[src/sv/scaled_rgba4444_alpha_blit_core_assert.svh]
// Assertion macros shared by the blitter modules.
`ifndef SCALED_RGBA4444_ALPHA_BLIT_CORE_ASSERT_SVH
`define SCALED_RGBA4444_ALPHA_BLIT_CORE_ASSERT_SVH
// Implication checked on every clock edge outside reset.
`define SRAB_ASSERT_IMP(label, clk, rst, lhs, rhs) \
  label: assert property (@(posedge clk) disable iff (rst) (lhs) |-> (rhs)) \
    else $error("assertion failed");
// Implication with the consequent checked in the following cycle.
`define SRAB_ASSERT_NEXT(label, clk, rst, lhs, rhs) \
  label: assert property (@(posedge clk) disable iff (rst) (lhs) |=> (rhs)) \
    else $error("assertion failed");
`endif

[src/sv/srab_pkg.sv]
package srab_pkg;
  localparam int SrcMax = 64;

  typedef enum logic [2:0] {
    ST_IDLE,
    ST_DIV,
    ST_ADDR,
    ST_READ,
    ST_MUL,
    ST_BLEND,
    ST_OUT
  } srab_state_t;

  typedef enum logic [2:0] {
    REG_DEST_X      = 3'd0,
    REG_DEST_Y      = 3'd1,
    REG_DEST_WIDTH  = 3'd2,
    REG_DEST_HEIGHT = 3'd3,
    REG_SRC_WIDTH   = 3'd4,
    REG_SRC_HEIGHT  = 3'd5,
    REG_DIM_LEVEL   = 3'd6
  } srab_reg_t;

  typedef struct packed {
    logic load;       // capture input beat
    logic div_start;  // start both coordinate dividers
    logic calc_addr;  // register whether the texel address is in range
    logic mul;        // register color and dim products
    logic blend;      // register blend results
    logic out_load;   // fill output register and step counters
  } srab_cmd_t;

  typedef struct packed {
    logic is_blend;
    logic div_done;
  } srab_status_t;

  localparam int AddrW = 12;
  localparam int DataW = 16;

  typedef struct packed {
    logic [AddrW-1:0] index;
    logic [31:0]      data;
  } srab_cfg_beat_t;

  typedef struct packed {
    logic             action;
    logic [AddrW-1:0] texel_index;
    logic [DataW-1:0] texel_value;
    logic [7:0]       dest_red;
    logic [7:0]       dest_green;
    logic [7:0]       dest_blue;
  } srab_in_beat_t;

  typedef struct packed {
    logic       write_enable;
    logic [9:0] pixel_x;
    logic [9:0] pixel_y;
    logic [7:0] out_red;
    logic [7:0] out_green;
    logic [7:0] out_blue;
    logic       rect_done;
  } srab_out_beat_t;

  // Exact floor(x/255) for x < 65280.
  function automatic logic [7:0] div255(input logic [15:0] x);
    logic [16:0] q;
    logic [24:0] p;
    begin
      p = 25'(x) * 25'd257;
      q = 17'((p + 25'd257) >> 16);
      div255 = q[7:0];
    end
  endfunction
endpackage

[src/sv/srab_ctrl.sv]
module srab_ctrl (
  input  logic                 clk,
  input  logic                 rst,
  input  logic                 in_valid,
  input  logic                 out_free,
  input  srab_pkg::srab_status_t status,
  output logic                 in_ready,
  output srab_pkg::srab_cmd_t  cmd
);
  import srab_pkg::*;
  `include "scaled_rgba4444_alpha_blit_core_assert.svh"

  srab_state_t state, state_next;

  always_ff @(posedge clk) begin
    if (rst) begin
      state <= ST_IDLE;
    end else begin
      state <= state_next;
    end
  end

  always_comb begin
    state_next = state;
    cmd        = '0;
    in_ready   = 1'b0;
    case (state)
      ST_IDLE: begin
        in_ready = 1'b1;
        if (in_valid) begin
          cmd.load = 1'b1;
          if (status.is_blend) begin
            state_next = ST_DIV;
            cmd.div_start = 1'b1;
          end
        end
      end
      ST_DIV: begin
        if (status.div_done) begin
          cmd.calc_addr = 1'b1;
          state_next = ST_READ;
        end
      end
      ST_ADDR: state_next = ST_READ;
      ST_READ: begin
        state_next = ST_MUL;
      end
      ST_MUL: begin
        cmd.mul = 1'b1;
        state_next = ST_BLEND;
      end
      ST_BLEND: begin
        cmd.blend = 1'b1;
        state_next = ST_OUT;
      end
      ST_OUT: begin
        if (out_free) begin
          cmd.out_load = 1'b1;
          state_next = ST_IDLE;
        end
      end
      default: state_next = ST_IDLE;
    endcase
  end

  `SRAB_ASSERT_IMP(a_ready_idle, clk, rst, in_ready, state == ST_IDLE)
  `SRAB_ASSERT_NEXT(a_div_go, clk, rst, cmd.div_start, state == ST_DIV)
  `SRAB_ASSERT_NEXT(a_out_back, clk, rst, cmd.out_load, state == ST_IDLE)
endmodule

[config.mk]
export PLATFORM = sky130hd
export DESIGN_NAME = srab_ctrl
export DESIGN_NICKNAME = d
export VERILOG_FILES = /design/src/sv/srab_pkg.sv /design/src/sv/srab_ctrl.sv
export VERILOG_INCLUDE_DIRS = /design/src /design/src/sv
export SDC_FILE = /design/constraint.sdc
export NUM_CORES = 1
export LEC_CHECK = 0
export ABC_AREA = 1
export BUFFER_PORTS_ARGS = -buffer_cell sky130_fd_sc_hd__buf_2
export CORE_AREA = 5 5 42 44
export CTS_CLUSTER_SIZE = 40
export DETAILED_ROUTE_END_ITERATION = 10
export DIE_AREA = 0 0 47 49
export PLACE_DENSITY = 0.47
export REMOVE_ABC_BUFFERS = 1
export SYNTH_ARGS = -nofsm -noshare
export SYNTH_HDL_FRONTEND = slang
export SYNTH_SLANG_ARGS = --single-unit
[constraint.sdc]
create_clock -name clk -period 1.9 [get_ports clk]
set_clock_uncertainty 0.05 [all_clocks]
set_input_delay 0.38 -clock clk [delete_from_list [all_inputs] [get_ports clk]]
set_output_delay 0.38 -clock clk [all_outputs]
set_load 0.03 [all_outputs]
==> results of run 1 <==
-- routing by layer --
| layer | global-route usage (%) | share of wire [%] | vias to the layer above |
|---|---|---|---|
| li1 | - | - | 158 |
| met1 | 6.58 | 40 | 133 |
| met2 | 9.95 | 49 | 8 |
| met3 | 3.32 | 11 | 0 |
| met4 | 4.15 | 0 | 0 |
| met5 | 0 | 0 | - |
-- cells in the mapped netlist --
cell type,count,area (sq um)
nor2_1,8,30.0
inv_1,7,26.3
nand2_1,7,26.3
dfxtp_1,3,60.1
nor2_2,3,18.8
inv_2,2,7.51
nand2_2,2,12.5
nand3_1,2,10.0
nand3_2,2,20.0
nor3_1,2,10.0
a21oi_1,1,5.00
and3_1,1,6.26
nor4_1,1,6.26
-- report_power, final --
group          total [W]  leakage [nW]  internal [W]  switching (W)
sequential      0.000119        0.0248     0.0000851      0.0000344
clock           0.000111        0.0150     0.0000787      0.0000323
combinational   0.000295         0.160     0.0000950       0.000200
-- metrics by stage --
| step | cells | util [%] | hold WS, ps | total power [W] | worst slack, ps |
|---|---|---|---|---|---|
| after detailed placement | 69 | 22.8 | 512 | 0.000412 | 417 |
| after CTS | 73 | 24.6 | 266 | 0.000531 | 157 |
| after global routing | 73 | 24.8 | 281 | 0.000580 | 75.0 |
| final | 73 | 24.8 | 278 | 0.000525 | 231 |
| after floorplan | 41 | - | 399 | 0.000346 | 63.2 |
| after global placement | 69 | 22.8 | 505 | 0.000415 | 426 |
-- worst paths after layout --
path | cells past startpoint | endpoint | startpoint
hold / removal | 2 | state[2] | rst
setup / recovery | 6 | cmd[5] | state[1]
hold reg to reg | 4 | state[1] | state[1]
setup reg to reg | 7 | state[1] | state[1]
-- final cells by class --
type / count / area [sq um]
fillers: 176 / 1050
multi-input cells: 29 / 148
flip-flops and latches: 3 / 60.1
repair buffers: 12 / 60.1
inverters: 9 / 33.8
clock buffers: 4 / 26.3
well taps: 16 / 20.0
-- cells in the final DEF, fill, tap and decap left out --
cell      count
nand3_1       2
clkbuf_1      1
inv_2         2
nor2_1        7
a21oi_1       1
and3_1        1
inv_1         7
nor3_1        2
nand2_2       2
buf_2        12
nand2_1       7
nand3_2       2
dfxtp_1       3
nor4_1        1
clkbuf_4      3
nor2_2        4
-- cells by family (layout without fill, tap and decap cells) --
kind of cell           after synthesis  in the layout  synth area share, %
AND/OR/NAND/NOR                     28             28                 58.6
buffers and inverters                9             25                 14.1
flip-flops                           3              3                 25.1
AO/OA/AOI/OAI                        1              1                 2.09
-- worst max-delay path: stages (launching register included) --
cell and delay [ps]:
dfxtp_1 370, nor2_2 150, inv_2 70, nor2_2 110
inv_2 40, nor2_1 70, buf_2 200
==> run summary, run 1 <==
FF-to-FF setup slack: 750 ps
worst-path fanout max: 7
leakage: 0.200 nW
width of the chip: 47 um
remaining antenna violation count: 0
Slew Limit Fails: 0
worst vdd ir: 0.386 mV
detailed-route DRC error count: 0
fin area: 348 sq um
placed cell area: 319 sq um
Seq/Total Area, Yosys: 25.1%
GRT overflow: 0
gr usage total: 6.47%
Top Registers: state (3)
clk root buf: clkbuf_4
core area: 1400 sq um
Layout area overhead: 45.6%
period utilisation layout: 87.8%
cts hold-fix bufs: 0
Fin. Hold Viols: 0
Syn Area/Cell: 5.83 sq um
antenna cell count: 0
CTS tree: built
Yosys warnings: 0
pwr dens: 1510 nW/um^2
setup TNS: 0 ps
Largest Register: state
Core Rows: 14
die height: 49 um
largest net degree at the start of global routing: 8
Critical Setup Path Class: flip-flop to output pin
cts repair resizes: 0
Worst Hold Class: input pin to flip-flop
data required time of the worst path: 1470 ps
Num CTS Buffers: 3
CTS Sinks: 3
effective utilization at floorplan: 17.1%
Clock transition at path regs: 40 ps
fmax: 599 MHz
final setup fails: 0
total of max-cap violations: 0
via count: 299
Period minus WS final: 1670 ps
RSZ-0062 raised after global routing: no
CP endpoint kind: output pin
number of flip-flops under the largest register name: 3
Vias per Instance: 4.10
Worst Tran Pin Value: 252 ps
global-route wire length before repair: 1090 um
initial antenna violation count: 0
I/O Pins: 13
htree depth: 1
DP HPWL: 492 um
Max clock buf depth: 2
outcome: complete, no violations
share of layout cells above drive strength 1: 43.9%
clock latency on the worst-skew pair: 230 ps
First-pass DRT Iterations: 4
Synth Cell Area: 239 sq um
Routed WL per cell: 8.14 um
startpoint type of the worst setup path: flip-flop
die area: 2300 sq um
Distinct cells, synth: 13
vias in the first global route: 283
port bufs: 12
Routability Congestion: 0.716
Data arrival, critical path: 1240 ps
total routed wirelength: 594 um
Seq cells post-synth: 3
Post-CTS Setup Repair Bufs: 0
Slew headroom: 83.2%
nets@finish: 64
Syn Inst Count: 41
Iteration-0 DRC Markers: 3
No activity file was read; power rests on OpenSTA's default activity.
==> run 2, diff against run 1 <==
--- a/config.mk
+++ b/config.mk
@@ -6,13 +6,13 @@
 export SDC_FILE = /design/constraint.sdc
 export NUM_CORES = 1
 export LEC_CHECK = 0
-export ABC_AREA = 1
 export BUFFER_PORTS_ARGS = -buffer_cell sky130_fd_sc_hd__buf_2
 export CORE_AREA = 5 5 42 44
+export CTS_CLUSTER_DIAMETER = 150
 export CTS_CLUSTER_SIZE = 40
 export DETAILED_ROUTE_END_ITERATION = 10
 export DIE_AREA = 0 0 47 49
-export PLACE_DENSITY = 0.47
+export PLACE_DENSITY = 0.45
 export REMOVE_ABC_BUFFERS = 1
 export SYNTH_ARGS = -nofsm -noshare
 export SYNTH_HDL_FRONTEND = slang
==> run 2 against run 1 <==
  * Synthesized cell count down 37%
  * Register-to-register slack better by 150 ps
  * Fmax down 2.7%
  * Final cell count down 23%
  * Total power down 51%
  * Routed wire length down 12%
  * Die area unchanged
  * Highest routed layer unchanged
  * Combinational power down 78%
  * Via count down 21%
  * Flip-flop and latch count unchanged
  * Clock power about the same
  * Setup slack worse by 46 ps
==> run summary, run 2 <==
initial antenna violation count: 0
Clock transition at path regs: 40 ps
Syn Inst Count: 26
detailed-route DRC error count: 0
Synth Flop Type: dfxtp_1
placed cell count: 52
Layout area overhead: 41.6%
Largest Register: state
biggest area consumer among synthesized cells: dfxtp_1
number of synthesized flops with an enable pin: 0
Top Registers: state (3)
cells on worst reg2reg path: 3
worst vdd ir: 0.219 mV
cts hold-fix bufs: 0
top cells by area, synth: dfxtp_1 (28%), a21oi_1 (6.9%), nand2_1 (6.9%), nand3b_1 (6.9%), and4b_2 (5.2%)
Worst Tran Pin Value: 331 ps
CTS Sinks: 3
clock latency on the worst-skew pair: 230 ps
leakage: 0.142 nW
port bufs: 12
RSZ-0062 raised after global routing: no
number of fill cells: 170
total routed wirelength: 525 um
core area: 1400 sq um
Seq/Total Area, Yosys: 27.7%
Num CTS Buffers: 3
Yosys warnings: 0
remaining antenna violation count: 0
width of the chip: 47 um
data required time of the worst path: 1470 ps
CTS tree: built
htree depth: 1
CP endpoint kind: output pin
Post-synth top cells: nand2_1 (4), a21oi_1 (3), dfxtp_1 (3)
total of max-cap violations: 0
Slew headroom: 77.9%
Vias per Instance: 4.20
startpoint type of the worst setup path: flip-flop
Syn Area/Cell: 8.33 sq um
area share of the largest cell type after synthesis: 27.7%
hold path depth: 2
antenna cell count: 0
nets@finish: 47
Period minus WS final: 1720 ps
largest net degree at the start of global routing: 12
pwr dens: 836 nW/um^2
most common cell after layout, fill and taps aside: buf_2
Synth Cell Area: 216 sq um
worst-path fanout max: 9
Core Rows: 14
gr usage total: 5.13%
die area: 2300 sq um
fmax: 583 MHz
Routability Congestion: 0.637
Fin. Hold Viols: 0
I/O Pins: 13
Routed WL per cell: 9.38 um
period utilisation layout: 90.3%
Data arrival, critical path: 1290 ps
Distinct cells, synth: 17
die height: 49 um
Seq cells post-synth: 3
Slew Limit Fails: 0
most frequent cells in the layout: buf_2 (12), nand2_1 (4), a21oi_1 (3), clkbuf_4 (3), dfxtp_1 (3)
Worst Hold Class: input pin to flip-flop
WHS: 289 ps
final setup fails: 0
clk root buf: clkbuf_4
outcome: complete, no violations
Iteration-0 DRC Markers: 5
Critical Setup Path Class: flip-flop to output pin
setup TNS: 0 ps
First-pass DRT Iterations: 2
via count: 235
number of flip-flops under the largest register name: 3
vias in the first global route: 210
Max clock buf depth: 2
GRT overflow: 0
Post-CTS Setup Repair Bufs: 0
final non-filler cell total: 56
effective utilization at floorplan: 15.4%
post-layout util: 21.9%
count leader, synth: nand2_1
DP HPWL: 382 um
cts repair resizes: 0
Synth async-reset ratio: 0%
global-route wire length before repair: 793 um
share of layout cells above drive strength 1: 52.5%
## run 2: final timing paths
kind | startpoint | end | slack, ps
setup / recovery | state[1] | cmd[3] | 180
setup reg to reg | state[1] | state[1] | 900
hold / removal | rst | state[1] | 290
hold reg to reg | state[2] | state[2] | 540
## run 2: cell type report
class | instances | area (sq um) | area share (%)
well taps | 16 | 20.0 | 6.53
repair buffers | 12 | 60.1 | 19.6
clock buffers | 4 | 26.3 | 8.57
multi-input cells | 21 | 140 | 45.7
flip-flops and latches | 3 | 60.1 | 19.6
## run 2: cells by family (layout without fill, tap and decap cells)
group           count (synthesis)  count (layout)  share of synthesized area (%)
simple gates                   14              14                           45.1
compound gates                  7               7                           19.7
flops                           3               3                           27.7
buf+inv                         2              16                           7.51
## run 2: worst max-delay path, stage by stage (launching register included)
cell and delay [ps]:
dfxtp_1 470, and2b_4 240, and3b_1 170, buf_2 170
## run 2: per-layer routing
layer	track usage (%)	routed length, um
met1	4.16	218
met3	4.06	43
met5	0	0
met4	5.53	0
met2	7.01	264
## run 2: per-stage QoR
stage               total power, W  setup slack (ps)  instance area, sq um
finish                    0.000256               185                   307
global route              0.000274               147                   307
CTS                       0.000263               174                   307
detailed placement        0.000145               439                   280
global placement          0.000146               450                   280
floorplan                 0.000124               175                   200
## run 2: power breakdown
| part | internal [W] | total (W) | switching, W |
|---|---|---|---|
| Clock | 0.0000787 | 0.000111 | 0.0000328 |
| Sequential | 0.0000682 | 0.0000787 | 0.0000105 |
| Combinational | 0.0000269 | 0.0000662 | 0.0000392 |
| Total | 0.000174 | 0.000256 | 0.0000825 |
==> run 3, diff against run 2 <==
--- a/config.mk
+++ b/config.mk
@@ -8,11 +8,13 @@
 export LEC_CHECK = 0
 export BUFFER_PORTS_ARGS = -buffer_cell sky130_fd_sc_hd__buf_2
 export CORE_AREA = 5 5 42 44
+export CTS_BUF_LIST = sky130_fd_sc_hd__clkbuf_2
 export CTS_CLUSTER_DIAMETER = 150
 export CTS_CLUSTER_SIZE = 40
 export DETAILED_ROUTE_END_ITERATION = 10
 export DIE_AREA = 0 0 47 49
 export PLACE_DENSITY = 0.45
+export RECOVER_POWER = 25
 export REMOVE_ABC_BUFFERS = 1
 export SYNTH_ARGS = -nofsm -noshare
 export SYNTH_HDL_FRONTEND = slang
==> run 3 against run 2 <==
  * Register-to-register slack about the same
  * Via count decreased by 0.85%
  * Sequential power about the same
  * Routed wire length decreased by 4.4%
  * Global-route usage decreased by 0.56 points
  * First-iteration DRC count increased by 60%
  * Setup slack improved by 34 ps
  * Combinational power decreased by 0.8%
  * Cell area decreased by 2.0%
==> run summary, run 3 (same netlist as run 2, synthesis figures left out) <==
largest net degree at the start of global routing: 12
total routed wirelength: 502 um
DP HPWL: 382 um
Layout area overhead: 38.7%
Vias per Instance: 4.16
Period minus WS final: 1680 ps
worst vdd ir: 0.166 mV
CTS tree: built
worst-path fanout max: 9
Slew Limit Fails: 0
initial antenna violation count: 0
Iteration-0 DRC Markers: 8
hold path depth: 2
core area: 1400 sq um
cts hold-fix bufs: 0
data required time of the worst path: 1470 ps
Critical Setup Path Class: flip-flop to output pin
pwr dens: 772 nW/um^2
GRT overflow: 0
remaining antenna violation count: 0
most common cell after layout, fill and taps aside: buf_2
Max clock buf depth: 2
RSZ-0062 raised after global routing: no
post-layout util: 21.4%
clk root buf: clkbuf_2
Post-CTS Setup Repair Bufs: 0
cells on worst reg2reg path: 3
global-route wire length before repair: 738 um
most frequent cells in the layout: buf_2 (12), nand2_1 (4), clkbuf_2 (4), a21oi_1 (3), dfxtp_1 (3)
First-pass DRT Iterations: 2
effective utilization at floorplan: 15.4%
gr usage total: 4.57%
width of the chip: 47 um
fmax: 595 MHz
Worst Hold Class: input pin to flip-flop
leakage: 0.144 nW
via count: 233
Worst Tran Pin Value: 324 ps
Num CTS Buffers: 3
Largest Register: state
die area: 2300 sq um
Clock transition at path regs: 40 ps
cts repair resizes: 0
antenna cell count: 0
vias in the first global route: 196
port bufs: 12
CP endpoint kind: output pin
detailed-route DRC error count: 0
htree depth: 1
placed cell count: 52
total of max-cap violations: 0
Top Registers: state (3)
Routability Congestion: 0.637
Core Rows: 14
die height: 49 um
share of layout cells above drive strength 1: 55.0%
number of flip-flops under the largest register name: 3
I/O Pins: 13
nets@finish: 47
Slew headroom: 78.4%
Fin. Hold Viols: 0
startpoint type of the worst setup path: flip-flop
final setup fails: 0
final non-filler cell total: 56
period utilisation layout: 88.5%
setup TNS: 0 ps
outcome: complete, no violations
FF-to-FF setup slack: 900 ps
clock latency on the worst-skew pair: 200 ps
Routed WL per cell: 8.96 um
CTS Sinks: 3
Data arrival, critical path: 1250 ps
run 3: worst paths after layout:
path                               start       end
worst min register to register  state[2]  state[2]
worst min-delay path                 rst  state[1]
worst max register to register  state[1]  state[1]
worst max-delay path            state[1]    cmd[3]
run 3: per-stage QoR:
step                power [W]  hold WS [ps]  instance area, sq um  setup WS [ps]
floorplan            0.000124           392                   200            175
CTS                  0.000235           311                   300            204
global placement     0.000146           534                   280            450
detailed placement   0.000145           527                   280            439
global route         0.000247           307                   300            169
finish               0.000232           322                   300            219
run 3: final cells by class:
cell class	count	area (sq um)
sequential	3	60.1
timing repair buffer	12	60.1
fill	168	1100
clock buffer	4	20.0
tap	16	20.0
multi-input combinational	21	140
run 3: critical path, stage by stage, from the launching register on:
cell	delay, ps
dfxtp_1	470
and2b_4	240
and3b_1	170
buf_2	170
run 3: report_power, final:
group	internal, W	total [W]	switching [W]
combinational	0.0000269	0.0000657	0.0000388
sequential	0.0000681	0.0000784	0.0000103
clock	0.0000556	0.0000876	0.0000320
total	0.000151	0.000232	0.0000811
run 3: per-layer routing:
metal / GRT usage, % / share of wire [%] / wire length, um / vias to the layer above
met1: 4.16 / 44 / 221 / 108
li1: - / - / - / 120
met3: 4.06 / 7.4 / 37 / 0
met4: 2.76 / 0 / 0 / 0
met2: 6.56 / 48 / 243 / 5
met5: 0 / 0 / 0 / -
